==> config.mk <==
export PLATFORM = sky130hd
export DESIGN_NAME = bmw_queue
export DESIGN_NICKNAME = d
export VERILOG_FILES = /design/src/hw/rtl/bmw_pkg.sv /design/src/hw/rtl/bmw_queue.sv
export SDC_FILE = /design/constraint.sdc
export NUM_CORES = 1
export LEC_CHECK = 0
export ABC_CLOCK_PERIOD_IN_PS = 1650
export BUFFER_PORTS_ARGS = -buffer_cell sky130_fd_sc_hd__buf_2
export CAP_MARGIN = 20
export CORE_MARGIN = 2
export CORE_UTILIZATION = 35
export DETAILED_ROUTE_END_ITERATION = 8
export GPL_ROUTABILITY_DRIVEN = 0
export GPL_TIMING_DRIVEN = 0
export MAX_ROUTING_LAYER = met4
export PLACE_DENSITY = 0.61
export RECOVER_POWER = 25
export SLEW_MARGIN = 20
export SYNTH_ARGS = -nofsm -noshare
export SYNTH_HDL_FRONTEND = slang
export SYNTH_SLANG_ARGS = --single-unit
==> constraint.sdc <==
create_clock -name clk -period 1.65 [get_ports clk]
set_clock_uncertainty 0.1 [all_clocks]
set_input_delay 0.0825 -clock clk [delete_from_list [all_inputs] [get_ports clk]]
set_output_delay 0.0825 -clock clk [all_outputs]
set_load 0.01 [all_outputs]
==> src/hw/rtl/bmw_pkg.sv <==
// Shared types and constants for the binary morphology window block.
// Register codes, input opcodes, element and per-transaction control structs.
// No dependencies.
`timescale 1ns / 1ps
`default_nettype none

package bmw_pkg;

    localparam int ELEM_SPAN   = 7;
    localparam int MASK_BITS   = 49;
    localparam int QUEUE_DEPTH = 2;

    typedef enum logic [2:0] {
        REG_IMAGE_WIDTH    = 3'd0,
        REG_IMAGE_HEIGHT   = 3'd1,
        REG_ELEMENT_ROWS   = 3'd2,
        REG_ELEMENT_COLS   = 3'd3,
        REG_ORIGIN_ROW     = 3'd4,
        REG_ORIGIN_COL     = 3'd5,
        REG_ELEMENT_MASK   = 3'd6,
        REG_OPERATION_MODE = 3'd7
    } bmw_reg_t;

    typedef enum logic {
        OP_PIXEL = 1'b0,
        OP_FLUSH = 1'b1
    } bmw_op_t;

    typedef enum logic {
        MODE_DILATE = 1'b0,
        MODE_ERODE  = 1'b1
    } bmw_mode_t;

    // tap_mask is in window coordinates: bit i*ELEM_SPAN+j is the tap i rows
    // and j columns behind the newest pixel
    typedef struct packed {
        logic                 erode;
        logic [2:0]           lead_r;
        logic [2:0]           lead_c;
        logic [MASK_BITS-1:0] tap_mask;
    } bmw_elem_t;

    typedef struct packed {
        logic                 fg;
        logic                 emit;
        logic                 last;
        logic [ELEM_SPAN-1:0] row_ok;
        logic [ELEM_SPAN-1:0] col_ok;
    } bmw_item_t;

endpackage

`default_nettype wire

==> src/hw/rtl/bmw_queue.sv <==
// Two-entry queue that decouples the front end from the window engine.
// Depends on bmw_pkg for its depth.
`timescale 1ns / 1ps
`default_nettype none

module bmw_queue #(
    parameter int DATA_W = 8
) (
    input  wire logic              clk,
    input  wire logic              rst_n,
    input  wire logic              push,
    input  wire logic [DATA_W-1:0] wdata,
    output logic                   full,
    input  wire logic              pop,
    output logic [DATA_W-1:0]      rdata,
    output logic                   not_empty
);

    localparam int DEPTH = bmw_pkg::QUEUE_DEPTH;
    localparam int PW    = $clog2(DEPTH);

    logic [DATA_W-1:0] data_reg [DEPTH];
    logic [PW-1:0]     wr_ptr_reg, wr_ptr_next;
    logic [PW-1:0]     rd_ptr_reg, rd_ptr_next;
    logic [PW:0]       count_reg, count_next;

    assign full      = (count_reg == (PW+1)'(DEPTH));
    assign not_empty = (count_reg != '0);
    assign rdata     = data_reg[rd_ptr_reg];

    always_comb
    begin
        wr_ptr_next = wr_ptr_reg;
        rd_ptr_next = rd_ptr_reg;
        count_next  = count_reg;
        if (push)
            wr_ptr_next = (wr_ptr_reg == PW'(DEPTH - 1)) ? '0 : wr_ptr_reg + 1'b1;
        if (pop)
            rd_ptr_next = (rd_ptr_reg == PW'(DEPTH - 1)) ? '0 : rd_ptr_reg + 1'b1;
        if (push && !pop)
            count_next = count_reg + 1'b1;
        else if (pop && !push)
            count_next = count_reg - 1'b1;
    end

    always_ff @(posedge clk or negedge rst_n)
    begin
        if (!rst_n)
        begin
            wr_ptr_reg <= '0;
            rd_ptr_reg <= '0;
            count_reg  <= '0;
        end
        else
        begin
            wr_ptr_reg <= wr_ptr_next;
            rd_ptr_reg <= rd_ptr_next;
            count_reg  <= count_next;
        end
    end

    always_ff @(posedge clk)
    begin
        if (push)
            data_reg[wr_ptr_reg] <= wdata;
    end

`ifndef SYNTH
    a_no_overflow: assert property (@(posedge clk) disable iff (!rst_n)
        full |-> !push)
        else $error("push into full queue");
    a_no_underflow: assert property (@(posedge clk) disable iff (!rst_n)
        pop |-> not_empty)
        else $error("pop from empty queue");
`endif

endmodule

`default_nettype wire

* Word-level counts from Yosys, hierarchy flattened
Memories as Yosys holds them, arrays and structs flattened.
Index checks and enable logic that the tools add are counted.
** Operators by class
- Add/sub/neg operators :: 4
- Eq/ne operators :: 1
- Muxes and demuxes :: 6
- Reductions and logical operators :: 6
** Operators by type and width (number)
- $mux 1 :: 4
- $mux 2 :: 2
- $reduce_bool 2->1 :: 2
- $add 1x1->1 const B :: 2
- $add 2x1->2 const B :: 1
- $eq 2x2->1 const B :: 1
- $logic_and 1x1->1 :: 2
- $logic_not 1->1 :: 2
- $sub 2x1->2 const B :: 1
** Word-level totals
- Register bits :: 4
- RAM bits :: 16
- Input port bits :: 12
- Output and inout bits :: 10
- Memories :: 1
** Memory list
- data_reg :: depth 2, width 8, read ports 1, clocked after Yosys merged registers in 0, write ports 1, RTL line bmw_queue.sv:22 : logic [DATA_W-1:0] data_reg [DEPTH];

* Longest topological paths before layout
- Word-level depth :: 4
- Depth in mapped cells :: 5
- Depth with buffers taken out :: 5

* Least setup slack after synthesis
No wires, ideal clock.
- Path type :: reg2reg
- From :: reg wr_ptr_reg
- To :: mem data_reg[0][0] (enable)
- Library setup time :: 0.373 ns
- Data arrival time :: 0.789 ns
- Setup slack :: 0.388 ns
- Cell stages (with the launch flop) :: 2
- Buffers on the path :: 0
- Period minus slack after synthesis :: 1.262 ns
- Cell sequence :: dfrtp_1 nor2b_1
** RTL lines
- from (decl) :: RTL line bmw_queue.sv:23 : logic [PW-1:0] wr_ptr_reg, wr_ptr_next;
- from (signal assigned) :: RTL line bmw_queue.sv:56 : wr_ptr_reg <= wr_ptr_next;
- to (decl) :: RTL line bmw_queue.sv:22
Straight into the memory's write port.

* Final worst setup path
- From :: in push
- To :: mem data_reg[0][3] (enable)
** Between the ends
- Cells in the longest elaborated chain, start to end :: 2
** Ends and longest elaborated chain
- from (decl) :: RTL line bmw_queue.sv:11 : input wire logic push,
- $mux 1 :: RTL line bmw_queue.sv:64 : if (push)
- $mux 1 (implied by the code) :: RTL line bmw_queue.sv:65 : data_reg[wr_ptr_reg] <= wdata;
No other way between the ends.

==> results.md <==
- Status: finished clean
- Die Span X: a little over 50 um
- H-tree depth: 1
- Setup crit end kind: flop
- Power density over the cells: about 1400 mW/mm^2
- N_diodes: 0
- Site row count: 17
- Mapped Area: 773 sq um
- Detailed-route via count: about 440
- Final hold vios: 0
- Global-route wire length before repair: approximately 1800 um
- Vias in the first global route: roughly 450
- CTS buffer count: 3
- Area Overhead vs Synth: 35.1%
- Crit path max fanout: 8
- Placed Cells: 90
- Clock-pin slew on the worst setup and hold paths: roughly 0.090 ns
- CP arrival: 1.35 ns
- #FFs+latches synth: 20
- Multi-input gate area: about 180 sq um
- Clk sinks: 20
- Worst path cell trace: dlygate4sd3_1 -> buf_2 -> nor2b_1
- Kind of start point of the critical path: primary input
- Total overflow reported by the global router: 0
- Leakage: between 0.4 and 0.5 nW
- Largest net degree at the start of global routing: 12
- RSZ-0062 raised after global routing: false
- Die Span Y: 51 um
- # DRC: 0
- Initial core utilization: 0.360
- Worst-Skew Late Latency: between 0.2 and 0.3 ns
- GRT Overall Usage: 0.0985
- Final setup viols: 0
- Fill cell count: between 200 and 250
- Initial antenna violation count: 0
- Die area: 0.00260 sq mm
- Clk root buf: clkbuf_4
- Worst slew margin: 0.500
- R2r setup slk: 0.17 ns
- Share of cells above drive strength 1: 0.403
- Post-CTS Setup Bufs: 0
- Crit path time final: between 1.5 and 2 ns
- Crit path kind: in -> reg
- DRT Pass-1 Iters: 4
- Core Region: around 0.0021 sq mm
- Critical Path RT: 1.47 ns
- Sequential cell area: between 500 and 600 sq um
- Register area share after synthesis: 0.751
- Fmax: between 600 and 700 MHz
- Synth Instances: 41
- Max VDD drop: approximately 0.60 mV
- Net count, final: 91
- Cell variety after synth: 13
- Worst slew pin tran: 0.748 ns
- Hold WC Path Type: in -> async
- Port Buffers: 21
- Mapped Nets: 54
- # Max-Cap Violations: 0
- DRT Wirelength: roughly 1200 um
- Non-Filler Instances: 105
- Max incr delay on CP: approximately 0.6 ns
- Initial DRC count: 3
- Critical path's slowest cell: nor2b_1
- Syn Area/Cell: between 15 and 20 sq um
- Clk buf depth: 2
- Slew Viols, Final: 0
- Ys Warns: 0
- Routed len/inst: between 10 and 15 um
- Sum of negative setup slack: 0 ns
- Top Ports: 22
- CTS tree: built
- Final Cycle Share: 0.928
- Max reg flops: 16
- Routed vias/inst: between 4 and 5
- Final antenna-violating net count: 0
- Post-DP HPWL: approximately 800 um
per-stage QoR:
stage	area, sq um	utilization	hold slack (ns)	power, mW	setup WS [ns]
2_1_floorplan	773	-	-0.313	1.08	0.388
3_3_place_gp	913	0.425	-0.207	1.23	0.180
3_5_place_dp	913	0.425	-0.210	1.25	0.159
4_1_cts	1050	0.489	0.0115	1.49	0.110
5_1_grt	1040	0.486	0.0557	1.55	0.0127
6_report	1040	0.486	0.0456	1.46	0.118
placed cells by master (no fill, tap or decap), types with 3 or more instances in the layout:
cell type / synthesis / final
edfxtp_1: 16 / 16
dfrtp_1: 4 / 4
dlygate4sd3_1: 0 / 11
clkbuf_4: 0 / 3
xor2_1: 4 / 4
mux2_2: 8 / 8
clkbuf_1: 0 / 4
buf_2: 0 / 17
logic make-up (layout without fill, tap and decap cells):
kind of cell	Yosys count	after routing	synth area share
buffers and inverters	2	38	0.0194
and+or+nand+nor	5	5	0.0405
muxes	8	8	0.117
DFF	20	20	0.751
adders and majority gates	1	1	0.0162
xor gates and xnor gates	5	5	0.0566
synthesized netlist by cell type:
master / number / area share
xor2_1: 4 / 0.045
and2b_2: 1 / 0.011
and2_1: 1 / 0.0081
inv_1: 1 / 0.0048
buf_6: 1 / 0.015
edfxtp_1: 16 / 0.62
or2_2: 1 / 0.0081
dfrtp_1: 4 / 0.13
xnor2_1: 1 / 0.011
nor2_1: 1 / 0.0048
nor2b_1: 1 / 0.0081
mux2_2: 8 / 0.12
ha_1: 1 / 0.016
timing repair:
action,in CTS,in global routing
gates resized for setup,0,0
endpoints found under the hold margin,22,0
hold buffers,11,0
layout make-up:
class	instances	share of cell area
Tap cell	28	0.0335
Sequential cell	20	0.556
Timing Repair Buffer	32	0.201
Inverter	1	0.00359
Multi-Input combinational cell	19	0.170
Clock buffer	3	0.0216
Clock inverter	1	0.00359
Buffer	1	0.0108
where the power goes:
part	leakage (nW)	switching (mW)	total (mW)	internal [mW]
Combinational	0.203	0.235	0.502	0.266
Clock	0.0154	0.128	0.216	0.0877
Sequential	0.197	0.0578	0.744	0.686
layer usage:
layer | track usage | wire length (um)
met5 | - | 0
met4 | 0.0676 | 0
met3 | 0.0117 | 51
met2 | 0.173 | 621
met1 | 0.103 | 527
worst max-delay path, delay by kind of cell:
family | cells | cell delay [ns]
buffers and inverters | 2 | 0.65
AND/OR/NAND/NOR | 1 | 0.61
final timing paths:
| path | endpoint | depth (start not counted) | startpoint |
|---|---|---|---|
| hold / removal | wr_ptr_reg | 2 | rst_n |
| max in group asynchronous | count_reg[1] | 2 | rst_n |
| min in group clk | count_reg[1] | 1 | count_reg[1] |
| setup / recovery | data_reg[0][3] | 3 | push |
| setup reg to reg | data_reg[0][3] | 1 | wr_ptr_reg |
| hold reg to reg | count_reg[1] | 1 | count_reg[1] |
No activity file was read; power rests on OpenSTA's default activity.
