**config.mk**
```make
export PLATFORM = sky130hd
export DESIGN_NAME = bmw_front
export DESIGN_NICKNAME = d
export VERILOG_FILES = /design/src/hw/rtl/bmw_pkg.sv /design/src/hw/rtl/bmw_front.sv
export SDC_FILE = /design/constraint.sdc
export NUM_CORES = 1
export LEC_CHECK = 0
export BUFFER_PORTS_ARGS = -buffer_cell sky130_fd_sc_hd__buf_2
export CORE_UTILIZATION = 35
export DETAILED_ROUTE_END_ITERATION = 10
export PLACE_DENSITY = 0.53
export REMOVE_ABC_BUFFERS = 1
export SLEW_MARGIN = 25
export SYNTH_ARGS = -nofsm -noshare
export SYNTH_HDL_FRONTEND = slang
export SYNTH_SLANG_ARGS = --single-unit
```
**constraint.sdc**
```tcl
create_clock -name clk -period 7.09 [get_ports clk]
set_clock_uncertainty 0.1 [all_clocks]
set_input_delay 0.709 -clock clk [delete_from_list [all_inputs] [get_ports clk]]
set_output_delay 0.709 -clock clk [all_outputs]
set_load 0.005 [all_outputs]
```
**src/hw/rtl/bmw_pkg.sv**
```systemverilog
// Shared types and constants for the binary morphology window block.
// Register codes, input opcodes, element and per-transaction control structs.
// No dependencies.
`timescale 1ns / 1ps
`default_nettype none

package bmw_pkg;

    localparam int ELEM_SPAN   = 7;
    localparam int MASK_BITS   = 49;
    localparam int QUEUE_DEPTH = 2;

    typedef enum logic [2:0] {
        REG_IMAGE_WIDTH    = 3'd0,
        REG_IMAGE_HEIGHT   = 3'd1,
        REG_ELEMENT_ROWS   = 3'd2,
        REG_ELEMENT_COLS   = 3'd3,
        REG_ORIGIN_ROW     = 3'd4,
        REG_ORIGIN_COL     = 3'd5,
        REG_ELEMENT_MASK   = 3'd6,
        REG_OPERATION_MODE = 3'd7
    } bmw_reg_t;

    typedef enum logic {
        OP_PIXEL = 1'b0,
        OP_FLUSH = 1'b1
    } bmw_op_t;

    typedef enum logic {
        MODE_DILATE = 1'b0,
        MODE_ERODE  = 1'b1
    } bmw_mode_t;

    // tap_mask is in window coordinates: bit i*ELEM_SPAN+j is the tap i rows
    // and j columns behind the newest pixel
    typedef struct packed {
        logic                 erode;
        logic [2:0]           lead_r;
        logic [2:0]           lead_c;
        logic [MASK_BITS-1:0] tap_mask;
    } bmw_elem_t;

    typedef struct packed {
        logic                 fg;
        logic                 emit;
        logic                 last;
        logic [ELEM_SPAN-1:0] row_ok;
        logic [ELEM_SPAN-1:0] col_ok;
    } bmw_item_t;

endpackage

`default_nettype wire

```
**src/hw/rtl/bmw_front.sv**
```systemverilog
// Front end: accepts transactions, tracks frame positions and classifies
// each item (foreground bit, result release, edge validity). Depends on bmw_pkg.
`timescale 1ns / 1ps
`default_nettype none

module bmw_front #(
    parameter int MAX_WIDTH   = 1024,
    parameter int MAX_HEIGHT  = 1024,
    parameter int MAX_ELEMENT = 7,
    localparam int WW  = $clog2(MAX_WIDTH + 1),
    localparam int AW  = $clog2(MAX_WIDTH),
    localparam int HW  = $clog2(MAX_HEIGHT + 1),
    localparam int DLW = $clog2((MAX_ELEMENT - 1) * MAX_WIDTH + MAX_ELEMENT + 1)
) (
    input  wire logic                clk,
    input  wire logic                rst_n,
    input  wire logic                item_valid,
    output logic                     item_stall,
    input  wire logic                opcode,
    input  wire logic [7:0]          pixel_value,
    input  wire logic                restart,
    input  wire logic [WW-1:0]       width,
    input  wire logic [HW-1:0]       height,
    input  wire logic [DLW-1:0]      delay,
    input  wire bmw_pkg::bmw_elem_t  elem,
    input  wire logic                queue_full,
    output logic                     push,
    output bmw_pkg::bmw_item_t       item,
    output logic [AW-1:0]            col,
    output logic [AW-1:0]            next_col
);

    logic [AW-1:0]  in_col_reg, in_col_next;
    logic [HW-1:0]  in_row_reg, in_row_next;
    logic [AW-1:0]  out_col_reg, out_col_next;
    logic [HW-1:0]  out_row_reg, out_row_next;
    logic [DLW-1:0] pos_reg, pos_next;
    logic           started_reg, started_next;

    logic          in_frame, emit, last, wrap;
    logic [AW:0]   col_inc, ocol_inc;
    logic [HW:0]   tr;
    logic [AW:0]   tc;

    assign item_stall = queue_full;
    assign push       = item_valid && !queue_full;

    always_comb
    begin
        in_frame = (in_row_reg < height);
        emit     = started_reg || (pos_reg == delay);
        last     = emit && (out_row_reg == height - 1'b1)
                        && ({1'b0, out_col_reg} == (AW+1)'(width) - 1'b1);
        col_inc  = {1'b0, in_col_reg} + 1'b1;
        wrap     = (col_inc == (AW+1)'(width));
        ocol_inc = {1'b0, out_col_reg} + 1'b1;
        tr       = {1'b0, out_row_reg} + (HW+1)'(elem.lead_r);
        tc       = {1'b0, out_col_reg} + (AW+1)'(elem.lead_c);

        item.fg   = in_frame && (opcode == bmw_pkg::OP_PIXEL) && (pixel_value != 8'd0);
        item.emit = emit;
        item.last = last;
        for (int i = 0; i < bmw_pkg::ELEM_SPAN; i++)
        begin
            item.row_ok[i] = (tr >= (HW+1)'(i))
                          && ((tr - (HW+1)'(i)) < {1'b0, height});
            item.col_ok[i] = (tc >= (AW+1)'(i))
                          && ((tc - (AW+1)'(i)) < (AW+1)'(width));
        end
        col      = in_col_reg;
        next_col = (last || wrap) ? '0 : col_inc[AW-1:0];
    end

    always_comb
    begin
        in_col_next  = in_col_reg;
        in_row_next  = in_row_reg;
        out_col_next = out_col_reg;
        out_row_next = out_row_reg;
        pos_next     = pos_reg;
        started_next = started_reg;
        if (restart)
        begin
            in_col_next  = '0;
            in_row_next  = '0;
            out_col_next = '0;
            out_row_next = '0;
            pos_next     = '0;
            started_next = 1'b0;
        end
        else if (push)
        begin
            if (last)
            begin
                in_col_next  = '0;
                in_row_next  = '0;
                out_col_next = '0;
                out_row_next = '0;
                pos_next     = '0;
                started_next = 1'b0;
            end
            else
            begin
                in_col_next = next_col;
                if (wrap && in_frame)
                    in_row_next = in_row_reg + 1'b1;
                if (emit)
                begin
                    started_next = 1'b1;
                    if (ocol_inc == (AW+1)'(width))
                    begin
                        out_col_next = '0;
                        out_row_next = out_row_reg + 1'b1;
                    end
                    else
                        out_col_next = ocol_inc[AW-1:0];
                end
                else
                    pos_next = pos_reg + 1'b1;
            end
        end
    end

    always_ff @(posedge clk or negedge rst_n)
    begin
        if (!rst_n)
        begin
            in_col_reg  <= '0;
            in_row_reg  <= '0;
            out_col_reg <= '0;
            out_row_reg <= '0;
            pos_reg     <= '0;
            started_reg <= 1'b0;
        end
        else
        begin
            in_col_reg  <= in_col_next;
            in_row_reg  <= in_row_next;
            out_col_reg <= out_col_next;
            out_row_reg <= out_row_next;
            pos_reg     <= pos_next;
            started_reg <= started_next;
        end
    end

`ifndef SYNTH
    a_last_restarts: assert property (@(posedge clk) disable iff (!rst_n)
        push && item.last |=> (out_row_reg == '0) && (out_col_reg == '0) && !started_reg)
        else $error("frame counters not cleared after last result");
`endif

endmodule

`default_nettype wire

```
== Yosys cells after proc, flatten, opt, wreduce, memory -nomap -nowiden ==
Index checks and enable logic that the tools add are counted.
Widths: inputs -> output; s select.

* Register bits after elaboration: 56
* Input bits: 105
* Output and inout port bits: 39
* Logic and storage cells: 121

* Add/subtract/negate cells: 21
* Order comparisons: 29
* Equality and inequality tests: 6
* Mux-type cells: 26
* Bitwise logic cells: 1
* Reduce and logical (&&, ||, !) cells: 32

{| class="wikitable"
|+ Operators with widths
! cell !! number
|-
| $mux 11 || 9
|-
| $mux 10 || 9
|-
| $lt 11x11->1 || 8
|-
| $lt 12x11->1 || 7
|-
| $mux 13 || 4
|-
| $ge 12x3->1 const B || 3
|-
| $sub 12x3->12 const B || 3
|-
| $eq 11x11->1 || 3
|-
| $ge 11x3->1 const B || 3
|-
| $sub 11x1->11 const B || 3
|-
| $sub 11x3->11 const B || 3
|-
| $ge 12x1->1 const B || 2
|-
| $ge 12x2->1 const B || 2
|-
| $sub 12x2->12 const B || 2
|-
| $add 10x1->11 const B || 2
|-
| $add 11x1->11 const B || 2
|-
| $ge 11x1->1 const B || 2
|-
| $ge 11x2->1 const B || 2
|-
| $sub 11x2->11 const B || 2
|-
| $logic_and 1x1->1 || 20
|-
| $add 13x1->13 const B || 1
|-
| $eq 13x13->1 || 1
|-
| $add 11x3->12 || 1
|-
| $sub 12x1->12 const B || 1
|-
| 12 further kinds || 20
|}

== Depth between registers and ports, before layout ==
Gate-level depths: netlist of run 1.

* Depth in word-level cells: 9
* Gate-level depth with buffers: 18
* Gate-level depth less buffers: 17

== Least setup slack after synthesis of run 1 ==
Ideal clock, no wire load.

* Path kind: input to output
* Start point: input port elem[52] (netlist bit)
* End point: output port item[8] (netlist bit)
* Data arrival time: 4.116 ns
* Path slack: 2.165 ns
* Cell stages on the path: 15
* Buffers on the path: 0
* Cells stage by stage: ha_1 > fa_1 > xor2_1 > inv_1 > ha_1 > a21boi_0 > nor2b_1 > xnor2_1 > ha_1 > o21a_1 > o21ai_0 > a21oi_1 > o21ai_0 > nand2b_1 > a2111oi_0

{| class="wikitable"
|+ RTL lines
! item !! RTL line !! source
|-
| start, declared || bmw_front.sv:25 || <nowiki>input wire bmw_pkg::bmw_elem_t elem,</nowiki>
|-
| end, declared || bmw_front.sv:28 || <nowiki>output bmw_pkg::bmw_item_t item,</nowiki>
|}

==> impl_metrics.tcl, run 1 <==
set metrics [dict create \
    ctsHoldBuffers 0 \
    drt_iter0_markers 457 \
    finalSetupViolCount 0 \
    wl_per_cell_um 16.8 \
    async_reset_ff_share_pct 100 \
    start_kind "register" \
    htree_levels 2 \
    hold_viol_final 0 \
    rr_startpoint "out_col_reg[6]" \
    fin_tns_setup_ps 0 \
    cts_setup_buffers 0 \
    ys_ff_latch 56 \
    fp.dieH_um 171 \
    root_buffer "clkbuf_16" \
    crit_cells 16 \
    drive_above_1_share_pct 10.8 \
    die_w_um 171 \
    ff2ff_setup_slack_ps 3540 \
    synth_top_cell_area_share_pct 22.7 \
    cts_tree "built" \
    cp_max_fo 11 \
    die_area_um2 29200 \
    yosys.area.top_type "ha_1" \
    cts_resized 0 \
    wl_mm 28.4 \
    ir_drop_uv 93.2 \
    synth-seq-area-share_pct 14.0 \
    yosysMostFrequentCell "ha_1" \
    gp_congestion 0.876 \
    core_um2 27900 \
    grt_remaining_overflow 0 \
    nNetsFinal 1600 \
    yosys_warnings 0 \
    antenna_left 0 \
    final_cells 1693 \
    place_hpwl_mm 22.5 \
    min_path_type "register to register" \
    clk_pin_slew_worst_paths_ps 80 \
    worst_slew_pin_slew_ps 955 \
    drc 0 \
    drv_slew 0 \
    cp-end-kind "output pin" \
    setup_slack_ps 1520 \
    critical_path_buf_inv_count 4 \
    synth_commonest_cells "181 x ha_1, 159 x xnor2_1, 116 x nand2_1" \
    r2r-end "out_row_reg[7]" \
    p_leak_nw 5.17 \
    cts_made_buffers 5 \
    max-slew-margin-rel_pct 36.0 \
    crit_arrival_ps 4760 \
    clkSinkCount 56 \
    grt_pass1_vias 8770 \
    ys.flop_type "dfrtp_1" \
    syn_avg_cell_area_um2 8.00 \
    vias 9002 \
    powerDensity_nw_per_um2 188 \
    grt_max_degree 57 \
    worstPathRequired_ps 6280 \
    place_inst 1683 \
    critPathLaunch "out_col_reg[0]" \
    grt_pass1_wl_mm 46.9 \
    num_rows 61 \
    fin_area_um2 10900 \
    finalPower_mw 2.05 \
    layout_min_cycle_time_ps 5570 \
    crit_path_frequent_cell "a21o_1" \
    cp-endpoint "item[1]" \
    worstHoldStart "started_reg" \
    placed_area_um2 10800 \
    critPathKind "register to output pin" \
    port_buffers 93 \
    slowest_stage "fa_1" \
    drtPass1Iterations 4 \
    max_stage_delay_ps 850 \
    multi_input_area_um2 8050 \
    start_util_pct 35.7 \
    status "finished, final reports clean" \
    synth_edf_count 0 \
    worstPathCellList "ha_1 -> inv_1 -> fa_1 -> inv_1 -> ha_1 -> inv_1 -> ha_1 -> a21o_1 -> a21o_1 -> a21o_1 -> a21o_1 -> a2111oi_0 -> o21ai_0 -> a21o_1 -> a41oi_1 -> buf_2" \
    rsz0062_at_grt "false" \
    grtUsageTotal_pct 20.2 \
    fill_cells 2986 \
    synth_area_um2 9980 \
    seqCellArea_um2 1400 \
    clock_path_buffers 2 \
    synth_cells 1248 \
    rr_worst_depth 9 \
    antenna_found_initial 1 \
    largest_reg_flops 13 \
    insertion_delay_ps 310 \
    maxCapViolations 0 \
    place_ws_ps 1560 \
    max_freq_mhz 179 \
    synth_cell_types 78 \
    finalCritPeriodShare_pct 78.6 \
    path_delay_family "compound AO/OA/AOI/OAI gates" \
    via_per_inst 5.32 \
    area_growth_pct 9.49 \
    synthTopCellsByArea "ha_1 23%, dfrtp_1 14%, xnor2_1 14%, nand2_1 4.4%, xor2_1 3.5%" \
    ios 144 \
]
-- where the power goes --
part	internal, mW	switching, mW	total, mW
Combinational	0.634	0.796	1.43
Clock	0.142	0.132	0.274
Sequential	0.327	0.0191	0.346
-- cells by family after synthesis --
logic type                 Yosys count  synth area share (%)
AOI/OAI and AO/OA                  268                  17.8
DFF                                 56                  14.0
xor gates and xnor gates           205                  18.7
and+or+nand+nor                    404                  20.4
adders and majority gates          183                  23.1
muxes                                6                 0.614
buffers and inverters              126                  5.33
-- stage by stage --
step | hold WS (ps) | utilization (%)
floorplan | 313 | -
global placement | 382 | 38.6
detailed placement | 386 | 38.6
CTS | 414 | 39.1
global route | 475 | 39.1
finish | 405 | 39.1
-- metal layers --
metal	vias to the layer above	part of all wire (%)	routed length, um	track usage (%)
li1	4540	-	-	-
met1	4281	51	14500	29.2
met2	166	44	12600	32.8
met3	15	3.8	1070	2.24
met4	0	0.72	206	2.95
met5	-	0	0	0
-- how the worst min path moves through the flow --
stage | endpoint | cells past startpoint | slack (ps)
floorplan | col[0] | 0 | 310
global placement | started_reg | 2 | 380
detailed placement | started_reg | 2 | 390
CTS | started_reg | 2 | 410
global route | started_reg | 2 | 470
finish | started_reg | 2 | 410
-- layout make-up --
cell class	count	area share [%]
repair buffers	105	5.08
clock inverters	2	0.126
diodes	2	0.0458
multi-input cells	1066	73.6
clock buffers	6	1.27
well taps	378	4.33
flip-flops and latches	56	12.8
inverters	78	2.68
-- layout by cell type (no fill, tap or decap), types with 12 or more instances in the layout --
cell type and count:
xor2_1 40, xnor2_1 159, nand3_1 46, ha_1 181
a21oi_1 60, buf_2 93, nor4_1 12, nand2_1 116
nor2b_1 13, inv_1 68, a211oi_1 19, nand4_1 17
o211ai_1 12, buf_4 12, nor3_1 29, nor2_1 92
dfrtp_1 56, nand2b_1 14, o21ai_0 53, a21o_1 34
o21a_1 17, or3_1 17
-- worst reg2reg max path: stages (launching register included) --
cell	delay, ps
dfrtp_1	530
or2_2	360
a2111o_1	370
a211oi_1	210
nor3_1	100
or4_4	590
nor2_4	160
a21o_1	750
or4_1	230
nand2_1	50
Note: power is estimated with default switching activity, not from simulation.
==> run 2: changes to the inputs <==
- PLACE_DENSITY: 0.53 -> 0.55
- clock period: 7.09 -> 4.9 ns (I/O delays scaled with it)
==> run 2 against run 1 <==
- critical path depth is the same
- largest power group unchanged
- highest routed layer unchanged
- non-clock buffer count grew 36
- combinational power grew 52%
==> impl_metrics.tcl, run 2 (synthesis gave the netlist of run 1 again) <==
set metrics [dict create \
    crit_arrival_ps 4090 \
    intPower_mw 1.67 \
    grt_pass1_vias 8973 \
    insertion_delay_ps 310 \
    ios 144 \
    ff2ff_setup_slack_ps 1490 \
    p_seq_share_pct 16.2 \
    final_cell_mix "179 x ha_1, 157 x xnor2_1, 116 x nand2_1" \
    start_kind "register" \
    finalPower_mw 3.07 \
    fill_cells 3019 \
    core_um2 27900 \
    rsz0062_at_grt "false" \
    status "finished, final reports clean" \
    vias 9196 \
    clkSinkCount 56 \
    clk_pin_slew_worst_paths_ps 80 \
    hold_viol_final 0 \
    p_leak_nw 5.34 \
    cts_resized 0 \
    grt_pass1_wl_mm 47.4 \
    critPathKind "register to output pin" \
    num_rows 61 \
    layout_commonest_cell "ha_1" \
    drc 0 \
    power_switching_mw 1.40 \
    powerDensity_nw_per_um2 273 \
    via_per_inst 5.32 \
    antenna_left 0 \
    cp-end-kind "output pin" \
    drv_slew 0 \
    wl_mm 28.6 \
    wl_per_cell_um 16.5 \
    min_path_type "primary input to async pin" \
    largest_reg_flops 13 \
    grt_remaining_overflow 0 \
    clockPowerShare_pct 12.7 \
    max-slew-margin-rel_pct 48.7 \
    fp.dieH_um 171 \
    finalCritPeriodShare_pct 95.4 \
    drtPass1Iterations 5 \
    port_buffers 93 \
    ctsHoldBuffers 0 \
    cp_max_fo 7 \
    area_growth_pct 12.7 \
    drive_above_1_share_pct 14.2 \
    rr_worst_depth 9 \
    worst_slew_pin_slew_ps 770 \
    clock_path_buffers 2 \
    cts_tree "built" \
    maxCapViolations 0 \
    gp_congestion 0.876 \
    grtUsageTotal_pct 20.4 \
    fin_tns_setup_ps 0 \
    worstPathRequired_ps 4310 \
    rr_startpoint "out_col_reg[1]" \
    die_area_um2 29200 \
    start_util_pct 35.7 \
    cts_made_buffers 5 \
    htree_levels 2 \
    root_buffer "clkbuf_16" \
    grt_max_degree 57 \
    max_freq_mhz 214 \
    antenna_found_initial 0 \
    cts_setup_buffers 0 \
    nNetsFinal 1636 \
    ir_drop_uv 185 \
    die_w_um 171 \
    layout_min_cycle_time_ps 4680 \
    place_hpwl_mm 23.0 \
    combinationalPowerShare_pct 71.1 \
    drt_iter0_markers 685 \
    p_sw_share_pct 45.5 \
    finalSetupViolCount 0 \
    r2r-end "out_row_reg[5]" \
]
==> run 2: cell count changes in the layout (fill, tap and decap cells not counted), moves of 2 or more <==
cell	before	now
buf_4	12	48
a2111oi_0	7	5
a21oi_1	60	58
a21oi_2	3	5
and3_1	11	9
and3_2	0	2
clkinv_4	0	2
ha_1	181	179
ha_2	0	2
xnor2_1	159	157
xnor2_2	2	4
==> run 2: cell type report <==
class                      instances  area, um^2  share of cell area, %
clock buffer                       5         125                   1.11
tap                              378         473                   4.21
antenna                            1        2.50                 0.0223
multi-input combinational       1066        8100                   72.0
sequential                        56        1400                   12.5
clock inverter                     3        26.3                  0.234
inverter                          78         293                   2.60
timing repair buffer             141         826                   7.34
==> run 2: per-layer routing <==
metal	vias up	global-route usage, %	part of all wire, %
li1	4629	-	-
met1	4342	29.1	50
met2	197	33.1	45
met3	28	1.87	4.0
met4	0	4.27	1.6
met5	-	0	0
==> run 2: how the worst max path moves through the flow <==
stage | start | endpoint | slack (ps) | cells after the start
after floorplan | elem[52] | item[13] | 260 | 15
after global placement | elem[49] | item[1] | 300 | 17
after detailed placement | elem[49] | item[1] | 300 | 17
after CTS | out_col_reg[0] | item[1] | 110 | 16
after global routing | out_row_reg[0] | item[8] | 10 | 17
final | out_col_reg[0] | item[1] | 220 | 16
==> run 2: power by group through the flow <==
stage | logic [mW] | clock network (mW) | registers (mW)
2_1_floorplan | 1.51 | 0 | 0.500
3_3_place_gp | 2.12 | 0 | 0.505
3_5_place_dp | 2.15 | 0 | 0.506
4_1_cts | 2.17 | 0.397 | 0.497
5_1_grt | 2.48 | 0.420 | 0.499
6_report | 2.18 | 0.390 | 0.496
==> run 2: through the flow <==
| stage | utilization (%) | hold slack [ps] | cell area, um^2 | cells | setup slack, ps |
|---|---|---|---|---|---|
| after global routing | 40.2 | 308 | 11200 | 1727 | 14.6 |
| after detailed placement | 39.5 | 396 | 11000 | 1719 | 302 |
| after floorplan | - | 94.4 | 9740 | 1200 | 264 |
| after CTS | 40.1 | 264 | 11200 | 1727 | 110 |
| after global placement | 39.5 | 387 | 11000 | 1719 | 303 |
| final | 40.3 | 229 | 11200 | 1728 | 224 |
==> run 2: critical path, stage by stage (launching register included) <==
cell	delay, ps
dfrtp_2	450
ha_1	210
inv_1	70
fa_2	480
buf_4	210
ha_1	250
xnor2_2	180
inv_1	60
ha_1	260
a21o_1	160
a21o_1	180
a21o_1	200
a2111oi_1	380
o21ai_0	170
a21o_1	210
a41oi_1	160
buf_2	150
