## src/hw/rtl/bmw_pkg.sv

```systemverilog
// Shared types and constants for the binary morphology window block.
// Register codes, input opcodes, element and per-transaction control structs.
// No dependencies.
`timescale 1ns / 1ps
`default_nettype none

package bmw_pkg;

    localparam int ELEM_SPAN   = 7;
    localparam int MASK_BITS   = 49;
    localparam int QUEUE_DEPTH = 2;

    typedef enum logic [2:0] {
        REG_IMAGE_WIDTH    = 3'd0,
        REG_IMAGE_HEIGHT   = 3'd1,
        REG_ELEMENT_ROWS   = 3'd2,
        REG_ELEMENT_COLS   = 3'd3,
        REG_ORIGIN_ROW     = 3'd4,
        REG_ORIGIN_COL     = 3'd5,
        REG_ELEMENT_MASK   = 3'd6,
        REG_OPERATION_MODE = 3'd7
    } bmw_reg_t;

    typedef enum logic {
        OP_PIXEL = 1'b0,
        OP_FLUSH = 1'b1
    } bmw_op_t;

    typedef enum logic {
        MODE_DILATE = 1'b0,
        MODE_ERODE  = 1'b1
    } bmw_mode_t;

    // tap_mask is in window coordinates: bit i*ELEM_SPAN+j is the tap i rows
    // and j columns behind the newest pixel
    typedef struct packed {
        logic                 erode;
        logic [2:0]           lead_r;
        logic [2:0]           lead_c;
        logic [MASK_BITS-1:0] tap_mask;
    } bmw_elem_t;

    typedef struct packed {
        logic                 fg;
        logic                 emit;
        logic                 last;
        logic [ELEM_SPAN-1:0] row_ok;
        logic [ELEM_SPAN-1:0] col_ok;
    } bmw_item_t;

endpackage

`default_nettype wire

```

## src/hw/rtl/bmw_config.sv

```systemverilog
// Configuration registers and derived geometry of the morphology window.
// Depends on bmw_pkg.
`timescale 1ns / 1ps
`default_nettype none

module bmw_config #(
    parameter int MAX_WIDTH   = 1024,
    parameter int MAX_HEIGHT  = 1024,
    parameter int MAX_ELEMENT = 7,
    localparam int WW  = $clog2(MAX_WIDTH + 1),
    localparam int HW  = $clog2(MAX_HEIGHT + 1),
    localparam int DLW = $clog2((MAX_ELEMENT - 1) * MAX_WIDTH + MAX_ELEMENT + 1)
) (
    input  wire logic                clk,
    input  wire logic                rst_n,
    input  wire logic                cfg_write,
    input  wire logic [2:0]          cfg_index,
    input  wire logic [48:0]         cfg_data,
    output logic                     restart,
    output logic [WW-1:0]            width,
    output logic [HW-1:0]            height,
    output logic [DLW-1:0]           delay,
    output bmw_pkg::bmw_elem_t       elem
);

    logic [10:0] width_reg, width_next;
    logic [10:0] height_reg, height_next;
    logic [2:0]  erows_reg, erows_next;
    logic [2:0]  ecols_reg, ecols_next;
    logic [2:0]  orow_reg, orow_next;
    logic [2:0]  ocol_reg, ocol_next;
    logic [48:0] mask_reg, mask_next;
    logic        mode_reg, mode_next;

    logic [2:0]    er, ec, ro, co, lr, lc;
    logic          erode;
    logic [WW+2:0] prod;
    logic [bmw_pkg::MASK_BITS-1:0] tmask;

    always_comb
    begin
        width_next  = width_reg;
        height_next = height_reg;
        erows_next  = erows_reg;
        ecols_next  = ecols_reg;
        orow_next   = orow_reg;
        ocol_next   = ocol_reg;
        mask_next   = mask_reg;
        mode_next   = mode_reg;
        if (cfg_write)
        begin
            unique case (cfg_index)
                bmw_pkg::REG_IMAGE_WIDTH:    width_next  = cfg_data[10:0];
                bmw_pkg::REG_IMAGE_HEIGHT:   height_next = cfg_data[10:0];
                bmw_pkg::REG_ELEMENT_ROWS:   erows_next  = cfg_data[2:0];
                bmw_pkg::REG_ELEMENT_COLS:   ecols_next  = cfg_data[2:0];
                bmw_pkg::REG_ORIGIN_ROW:     orow_next   = cfg_data[2:0];
                bmw_pkg::REG_ORIGIN_COL:     ocol_next   = cfg_data[2:0];
                bmw_pkg::REG_ELEMENT_MASK:   mask_next   = cfg_data;
                bmw_pkg::REG_OPERATION_MODE: mode_next   = cfg_data[0];
                default:                     mode_next   = mode_reg;
            endcase
        end
    end

    always_ff @(posedge clk or negedge rst_n)
    begin
        if (!rst_n)
        begin
            width_reg  <= 11'd1024;
            height_reg <= 11'd1024;
            erows_reg  <= 3'd3;
            ecols_reg  <= 3'd3;
            orow_reg   <= 3'd1;
            ocol_reg   <= 3'd1;
            mask_reg   <= '0;
            mode_reg   <= bmw_pkg::MODE_ERODE;
        end
        else
        begin
            width_reg  <= width_next;
            height_reg <= height_next;
            erows_reg  <= erows_next;
            ecols_reg  <= ecols_next;
            orow_reg   <= orow_next;
            ocol_reg   <= ocol_next;
            mask_reg   <= mask_next;
            mode_reg   <= mode_next;
        end
    end

    // every index of the 3-bit port names a register, so any write restarts
    assign restart = cfg_write;

    always_comb
    begin
        if (width_reg == 11'd0)
            width = WW'(1);
        else if (width_reg > MAX_WIDTH)
            width = WW'(MAX_WIDTH);
        else
            width = WW'(width_reg);

        if (height_reg == 11'd0)
            height = HW'(1);
        else if (height_reg > MAX_HEIGHT)
            height = HW'(MAX_HEIGHT);
        else
            height = HW'(height_reg);

        if (erows_reg == 3'd0)
            er = 3'd1;
        else if (erows_reg > MAX_ELEMENT)
            er = 3'(MAX_ELEMENT);
        else
            er = erows_reg;

        if (ecols_reg == 3'd0)
            ec = 3'd1;
        else if (ecols_reg > MAX_ELEMENT)
            ec = 3'(MAX_ELEMENT);
        else
            ec = ecols_reg;

        ro    = (orow_reg < er) ? orow_reg : er - 3'd1;
        co    = (ocol_reg < ec) ? ocol_reg : ec - 3'd1;
        erode = (mode_reg == bmw_pkg::MODE_ERODE);
        lr    = erode ? er - 3'd1 - ro : ro;
        lc    = erode ? ec - 3'd1 - co : co;
        prod  = lr * width;
        delay = DLW'(prod + (WW+3)'(lc));
    end

    always_comb
    begin
        tmask = '0;
        for (int i = 0; i < bmw_pkg::ELEM_SPAN; i++)
        begin
            for (int j = 0; j < bmw_pkg::ELEM_SPAN; j++)
            begin
                if (i < int'(er) && j < int'(ec))
                begin
                    if (erode)
                        tmask[i*bmw_pkg::ELEM_SPAN+j] =
                            mask_reg[(int'(er)-1-i)*bmw_pkg::ELEM_SPAN + (int'(ec)-1-j)];
                    else
                        tmask[i*bmw_pkg::ELEM_SPAN+j] = mask_reg[i*bmw_pkg::ELEM_SPAN+j];
                end
                // erosion also needs the pixel under the origin
                if (erode && i == int'(lr) && j == int'(lc))
                    tmask[i*bmw_pkg::ELEM_SPAN+j] = 1'b1;
            end
        end
    end

    assign elem.erode    = erode;
    assign elem.lead_r   = lr;
    assign elem.lead_c   = lc;
    assign elem.tap_mask = tmask;

endmodule

`default_nettype wire

```

## config.mk

```make
export PLATFORM = sky130hd
export DESIGN_NAME = bmw_config
export DESIGN_NICKNAME = d
export VERILOG_FILES = /design/src/hw/rtl/bmw_pkg.sv /design/src/hw/rtl/bmw_config.sv
export SDC_FILE = /design/constraint.sdc
export NUM_CORES = 1
export LEC_CHECK = 0
export ABC_CLOCK_PERIOD_IN_PS = 8500
export BUFFER_PORTS_ARGS = -buffer_cell sky130_fd_sc_hd__buf_2
export CORE_MARGIN = 2
export CORE_UTILIZATION = 55
export CTS_CLUSTER_DIAMETER = 40
export CTS_CLUSTER_SIZE = 10
export DETAILED_ROUTE_END_ITERATION = 16
export PLACE_DENSITY = 0.73
export SYNTH_ARGS = -nofsm -noshare
export SYNTH_HDL_FRONTEND = slang
export SYNTH_SLANG_ARGS = --single-unit
```

## constraint.sdc

```tcl
create_clock -name clk -period 8.5 [get_ports clk]
set_input_delay 0.425 -clock clk [delete_from_list [all_inputs] [get_ports clk]]
set_output_delay 0.425 -clock clk [all_outputs]
set_load 0.01 [all_outputs]
```

# == Word level (Yosys, flattened, before mapping) ==
# Cells that the tools add are included.
# totals
ff_bits,84
input_bits,55
out_inout_bits,92
wordCells,594
# classes
add_sub_neg,68
n_mul,8
order_cmp,67
eq_ne,19
n_mux,304
n_reduce_logical,120
# op_table
cell,n
32-bit adder,49
32-bit by 8-bit < comparator with 1-bit output (second input constant),49
1-bit binary-select mux with 6-bit select,49
1-bit two-way mux,245
32-bit by 4-bit multiplier with 32-bit output (second input constant),7
32-bit by 4-bit subtractor with 32-bit output (second input constant),6
32-bit by 3-bit subtractor with 32-bit output (second input constant),4
1-bit logical AND,105
32-bit by 2-bit subtractor with 32-bit output (second input constant),2
11-bit two-way mux,4
3-bit equality test (first input constant),8
11-bit greater-than comparator (second input constant),2
11-bit logical NOT,2
3-bit < comparator (first input constant),6
3-bit two-way mux,6
2-bit AND reduction,8
3-bit logical NOT,5
13-bit by 3-bit adder with 13-bit output,1
3-bit by 11-bit multiplier with 13-bit output,1
2-bit by 3-bit equality test with 1-bit output (first input constant),4
3-bit equality test (second input constant),4
1-bit by 3-bit < comparator with 1-bit output (first input constant),4
2-bit by 3-bit < comparator with 1-bit output (first input constant),4
3-bit by 1-bit subtractor with 4-bit output (second input constant),2
other kinds (5),9

# == Longest topological paths before layout ==
# depth
depth_word,12
depth_mapped,29
mapped_depth_nobuf,27

# == Worst setup path after synthesis ==
# OpenSTA, ideal clock, no wires.
# synth_timing
path_type,register -> output
start,register erows_reg[1]
end,output delay[11]
arrival_ns,6.073
t_required_ns,8.075
setup_slack_ns,2.002
stages_incl_launch_ff,28
path_buffers,2
cell_sequence,dfstp_2 buf_4 buf_2 inv_1 ha_1 o21a_1 o21a_1 nor2_2 nand2_1 o21ai_0 ha_1 inv_1 fa_1 nor2_1 a21o_1 inv_1 nand2_1 fa_1 fa_1 fa_1 nor2b_1 o21ai_0 a21boi_0 o21ai_0 a21boi_0 o21ai_0 or4b_2 o211ai_1
# synth_rtl
item,line_no,rtl
from (decl),bmw_config.sv:28,"logic [2:0] erows_reg, erows_next;"
from (signal assigned),bmw_config.sv:83,erows_reg <= erows_next;
to (decl),bmw_config.sv:22,"output logic [DLW-1:0] delay,"

==> report_table.html <==
<table>
<tr><th>Metric</th><th>Value</th></tr>
<tr><th colspan="2">Run status</th></tr>
<tr><td>Status</td><td>completed</td></tr>
<tr><th colspan="2">Global route</th></tr>
<tr><td>All-layer global routing usage</td><td>between 40% and 50%</td></tr>
<tr><td>Pin count of the biggest net entering global routing</td><td>60</td></tr>
<tr><td>Antenna violations before repair</td><td>6</td></tr>
<tr><td>Number of global-route vias before repair</td><td>21,600</td></tr>
<tr><td>First-pass GRT wire length</td><td>144,000 um</td></tr>
<tr><td>GRT Residual Overflow</td><td>0</td></tr>
<tr><th colspan="2">Critical path</th></tr>
<tr><td>Worst-case reg-to-reg path depth</td><td>3</td></tr>
<tr><td>Endpoint of the worst register-to-register path</td><td>erows_reg[1]</td></tr>
<tr><td>CP required</td><td>8.08 ns</td></tr>
<tr><td>Launching element type of the critical path</td><td>flip-flop</td></tr>
<tr><td>Launching point of the worst reg2reg path</td><td>erows_reg[1]</td></tr>
<tr><td>Biggest fanout along the worst timing path</td><td>12</td></tr>
<tr><td>Classification of the worst setup path</td><td>flip-flop to primary output</td></tr>
<tr><td>Nature of the critical path endpoint</td><td>primary output</td></tr>
<tr><td>Arrival time at the worst endpoint</td><td>7.16 ns</td></tr>
<tr><td>Reg2reg setup slack</td><td>6.92 ns</td></tr>
<tr><th colspan="2">Cells and area</th></tr>
<tr><td>Final core utilization</td><td>60.1%</td></tr>
<tr><td>Share of cells above drive strength 1</td><td>23.5%</td></tr>
<tr><td>Area growth syn-to-layout</td><td>8.08%</td></tr>
<tr><td>Number of nets in the finished design</td><td>2,912</td></tr>
<tr><td>Number of standard cells in the final layout excluding fillers</td><td>3,111</td></tr>
<tr><td>Largest register FFs</td><td>49</td></tr>
<tr><th colspan="2">Synthesis</th></tr>
<tr><td>Post-synth design cell area</td><td>22,700 um^2</td></tr>
<tr><td>Cell type contributing the most total cell area after synthesis</td><td>sky130_fd_sc_hd__mux4_2</td></tr>
<tr><td>Number of synthesized flops with an enable pin</td><td>0</td></tr>
<tr><td>Number of cells produced by synthesis</td><td>2,443</td></tr>
<tr><td>Dominant cells by area after synthesis</td><td>sky130_fd_sc_hd__mux4_2 16%, sky130_fd_sc_hd__ha_1 14%, sky130_fd_sc_hd__dfrtp_1 8.3%</td></tr>
<tr><td>Top FF cell, synth</td><td>sky130_fd_sc_hd__dfrtp_1</td></tr>
<tr><td>Mapped Avg Cell Area</td><td>9.30 um^2</td></tr>
<tr><td>Count of synthesis-stage warnings from yosys</td><td>0</td></tr>
<tr><td>Sequential share of the synthesized area</td><td>9.31%</td></tr>
<tr><td>Share of the synthesized area in the top cell type</td><td>between 10% and 20%</td></tr>
<tr><td>Synth unique cells</td><td>82</td></tr>
<tr><td>Most common library cells after synthesis</td><td>251 x sky130_fd_sc_hd__ha_1, 197 x sky130_fd_sc_hd__a21oi_1, 179 x sky130_fd_sc_hd__mux2i_1</td></tr>
<tr><td>Top-count cell post-synth</td><td>sky130_fd_sc_hd__ha_1</td></tr>
<tr><td>Share of async-settable or async-resettable flops after synthesis</td><td>100%</td></tr>
<tr><td>Synth Register Bits</td><td>84</td></tr>
<tr><th colspan="2">Route</th></tr>
<tr><td>Routed Antenna Nets</td><td>0</td></tr>
<tr><td>DR vias</td><td>between 20,000 and 25,000</td></tr>
<tr><td>Wire per inst</td><td>31.9 um</td></tr>
<tr><td>Met3 layer wire length in the routed design</td><td>between 10,000 and 15,000 um</td></tr>
<tr><td>Uppermost routed layer</td><td>met5</td></tr>
<tr><td>Ratio of routed vias to standard cells</td><td>7.25</td></tr>
<tr><td>Detailed route wirelength on metal2</td><td>40,900 um</td></tr>
<tr><td>Routed Wire Length</td><td>99,300 um</td></tr>
<tr><td>Number of design-rule violations left by the first detailed-router iteration</td><td>3,126</td></tr>
<tr><td>Post-Route M1 WL</td><td>36,500 um</td></tr>
<tr><td># DRC</td><td>0</td></tr>
<tr><td>Detailed-router iteration count before antenna repair</td><td>6</td></tr>
<tr><th colspan="2">Clock tree</th></tr>
<tr><td>Maximum number of buffers from clock root to sink</td><td>2</td></tr>
<tr><td>Total CTS buffers</td><td>9</td></tr>
<tr><td>CTS tree</td><td>built</td></tr>
<tr><td>Clock transition time at the flip-flop clock pins of the worst setup and hold paths</td><td>about 0.10 ns</td></tr>
<tr><td>Count of clock tree sinks</td><td>between 80 and 90</td></tr>
<tr><td>Number of H-tree levels</td><td>3</td></tr>
<tr><td>Clock latency on the worst-skew pair</td><td>~0.4 ns</td></tr>
<tr><td>Root cell of the clock tree</td><td>sky130_fd_sc_hd__clkbuf_16</td></tr>
<tr><th colspan="2">Hold path</th></tr>
<tr><td>End of the worst hold path</td><td>mask_reg[17]</td></tr>
<tr><td>Depth of the worst hold-timing path</td><td>2</td></tr>
<tr><td>Hold_sp</td><td>cfg_data[17]</td></tr>
<tr><td>Worst min-delay path class</td><td>input pin to flip-flop</td></tr>
<tr><th colspan="2">Place</th></tr>
<tr><td>Half-perimeter wire length of the detailed placement result</td><td>76,400 um</td></tr>
<tr><td>Number of placed cells counting well taps</td><td>around 3,100</td></tr>
<tr><td>Global placement routability congestion</td><td>between 1 and 1.5</td></tr>
<tr><td>IO Port Bufs</td><td>146</td></tr>
<tr><th colspan="2">Timing</th></tr>
<tr><td>Worst Clk Skew</td><td>0 ns</td></tr>
<tr><td>Period minus WS final</td><td>7.59 ns</td></tr>
<tr><td>Final critical-path share of the clock period</td><td>89.3%</td></tr>
<tr><td>Hold violation total from the final report</td><td>0</td></tr>
<tr><td>Worst slew margin relative to its limit</td><td>approximately 16%</td></tr>
<tr><td>Transition at the pin with the smallest max-transition slack</td><td>1.22 ns</td></tr>
<tr><td>Setup repair after global routing missed its margin</td><td>no</td></tr>
<tr><td>Final setup violation count</td><td>0</td></tr>
<tr><td>Number of max-slew violations in the final report</td><td>0</td></tr>
<tr><td>Maximum frequency from static timing analysis</td><td>roughly 130 MHz</td></tr>
<tr><td>Post-route setup TNS</td><td>0 ns</td></tr>
<tr><th colspan="2">Floorplanning</th></tr>
<tr><td>Total Die Area</td><td>42,900 um^2</td></tr>
<tr><td>Initial cell density of the core</td><td>55.6%</td></tr>
<tr><td>Number of placement rows</td><td>74</td></tr>
<tr><td>Chip height</td><td>207 um</td></tr>
<tr><td>Width of the chip</td><td>just over 200 um</td></tr>
<tr><td>Core outline area</td><td>approximately 41,000 um^2</td></tr>
<tr><td>I/O pin count</td><td>between 100 and 150</td></tr>
<tr><th colspan="2">Job</th></tr>
<tr><td>Max capacitance violation total</td><td>0</td></tr>
</table>
[per-layer routing]
layer / GRT usage [%] / vias to the layer above
met3: 16.3 / 431
li1: - / 9481
met4: 27.9 / 2
met5: 0 / -
met2: 64.9 / 1757
met1: 57.7 / 10900
[through the flow]
stage	setup slack, ns	hold slack (ns)	instance area [um^2]
floorplan	2.00	0.129	22800
global placement	1.75	0.383	24200
detailed placement	1.52	0.388	24200
CTS	1.04	0.245	24500
global route	0.441	0.259	24500
finish	0.912	0.251	24500
[cells in the final DEF (no fill, tap or decap), types with 13 or more instances in the layout]
master / instances
sky130_fd_sc_hd__ha_1: 250
sky130_fd_sc_hd__a21oi_1: 195
sky130_fd_sc_hd__xnor2_1: 176
sky130_fd_sc_hd__mux2i_1: 169
sky130_fd_sc_hd__mux4_2: 166
sky130_fd_sc_hd__mux2_2: 159
sky130_fd_sc_hd__nor2_1: 154
sky130_fd_sc_hd__buf_2: 145
sky130_fd_sc_hd__nand2_1: 129
sky130_fd_sc_hd__inv_1: 105
sky130_fd_sc_hd__o21ai_0: 95
sky130_fd_sc_hd__dfrtp_1: 75
sky130_fd_sc_hd__buf_4: 66
sky130_fd_sc_hd__a21o_1: 62
sky130_fd_sc_hd__xor2_1: 56
sky130_fd_sc_hd__o21bai_1: 40
sky130_fd_sc_hd__fa_1: 37
sky130_fd_sc_hd__nand3_1: 36
sky130_fd_sc_hd__o21a_1: 33
sky130_fd_sc_hd__nor2b_1: 32
sky130_fd_sc_hd__nor3_1: 28
sky130_fd_sc_hd__o211ai_1: 28
sky130_fd_sc_hd__nand2b_1: 27
sky130_fd_sc_hd__conb_1: 20
sky130_fd_sc_hd__and3_1: 19
sky130_fd_sc_hd__o22ai_1: 18
sky130_fd_sc_hd__a22oi_1: 15
sky130_fd_sc_hd__a31oi_1: 14
sky130_fd_sc_hd__and2_1: 13
[final cells by class]
cell class	instances	area, um^2
Fill cell	3598	16300
Multi-Input combinational cell	2150	19800
Tap cell	532	666
Inverter	112	420
Timing Repair Buffer	212	1230
Sequential cell	84	2110
Clock inverter	7	76.3
Clock buffer	9	225
Antenna cell	5	12.5
[how the worst max path moves through the flow]
stage	end	startpoint	slack, ns	cells past startpoint
floorplan	delay[11]	erows_reg[1]	2.00	27
global placement	delay[11]	erows_reg[1]	1.75	25
detailed placement	delay[11]	erows_reg[1]	1.52	24
CTS	delay[11]	erows_reg[1]	1.04	24
global route	delay[11]	erows_reg[1]	0.44	24
finish	elem[44]	erows_reg[1]	0.91	20
[critical path, stage by stage, from the launching register on]
cell and delay (ns):
sky130_fd_sc_hd__dfstp_2 0.67, sky130_fd_sc_hd__o21ba_2 0.35, sky130_fd_sc_hd__ha_1 0.55, sky130_fd_sc_hd__xor2_2 0.54, sky130_fd_sc_hd__ha_1 0.32, sky130_fd_sc_hd__ha_1 0.30, sky130_fd_sc_hd__xnor2_1 0.16, sky130_fd_sc_hd__xnor2_1 0.25
sky130_fd_sc_hd__ha_1 0.30, sky130_fd_sc_hd__a31oi_1 0.22, sky130_fd_sc_hd__xnor2_1 0.17, sky130_fd_sc_hd__buf_4 0.26, sky130_fd_sc_hd__ha_1 0.30, sky130_fd_sc_hd__nor2b_1 0.16, sky130_fd_sc_hd__a221oi_1 0.31, sky130_fd_sc_hd__o311ai_0 0.24
sky130_fd_sc_hd__xnor2_1 0.32, sky130_fd_sc_hd__mux2i_1 0.13, sky130_fd_sc_hd__a211oi_1 0.79, sky130_fd_sc_hd__o31ai_1 0.23, sky130_fd_sc_hd__buf_2 0.20
[logic make-up (layout without fill, tap and decap cells)]
logic type,Yosys count,count (layout),synth area share (%)
compound gates,598,598,17.0
mux,504,504,32.2
simple gates,499,499,10.6
fa+ha+maj,288,288,17.1
xor+xnor,241,241,9.71
buf+inv,227,340,4.09
flops,84,84,9.31
other cells,2,25,0.0331
[repair_timing]
| action | in CTS | in global routing |
|---|---|---|
| hold buffers | 1 | 0 |
| resized for setup | 0 | 0 |
| endpoints found under the setup margin | 0 | 0 |
| buffers inserted | 0 | 0 |
| hold endpoints to repair | 18 | 0 |
Power is not shown: default switching activity piles up to over one toggle a cycle in this logic, so the estimate is an artifact.
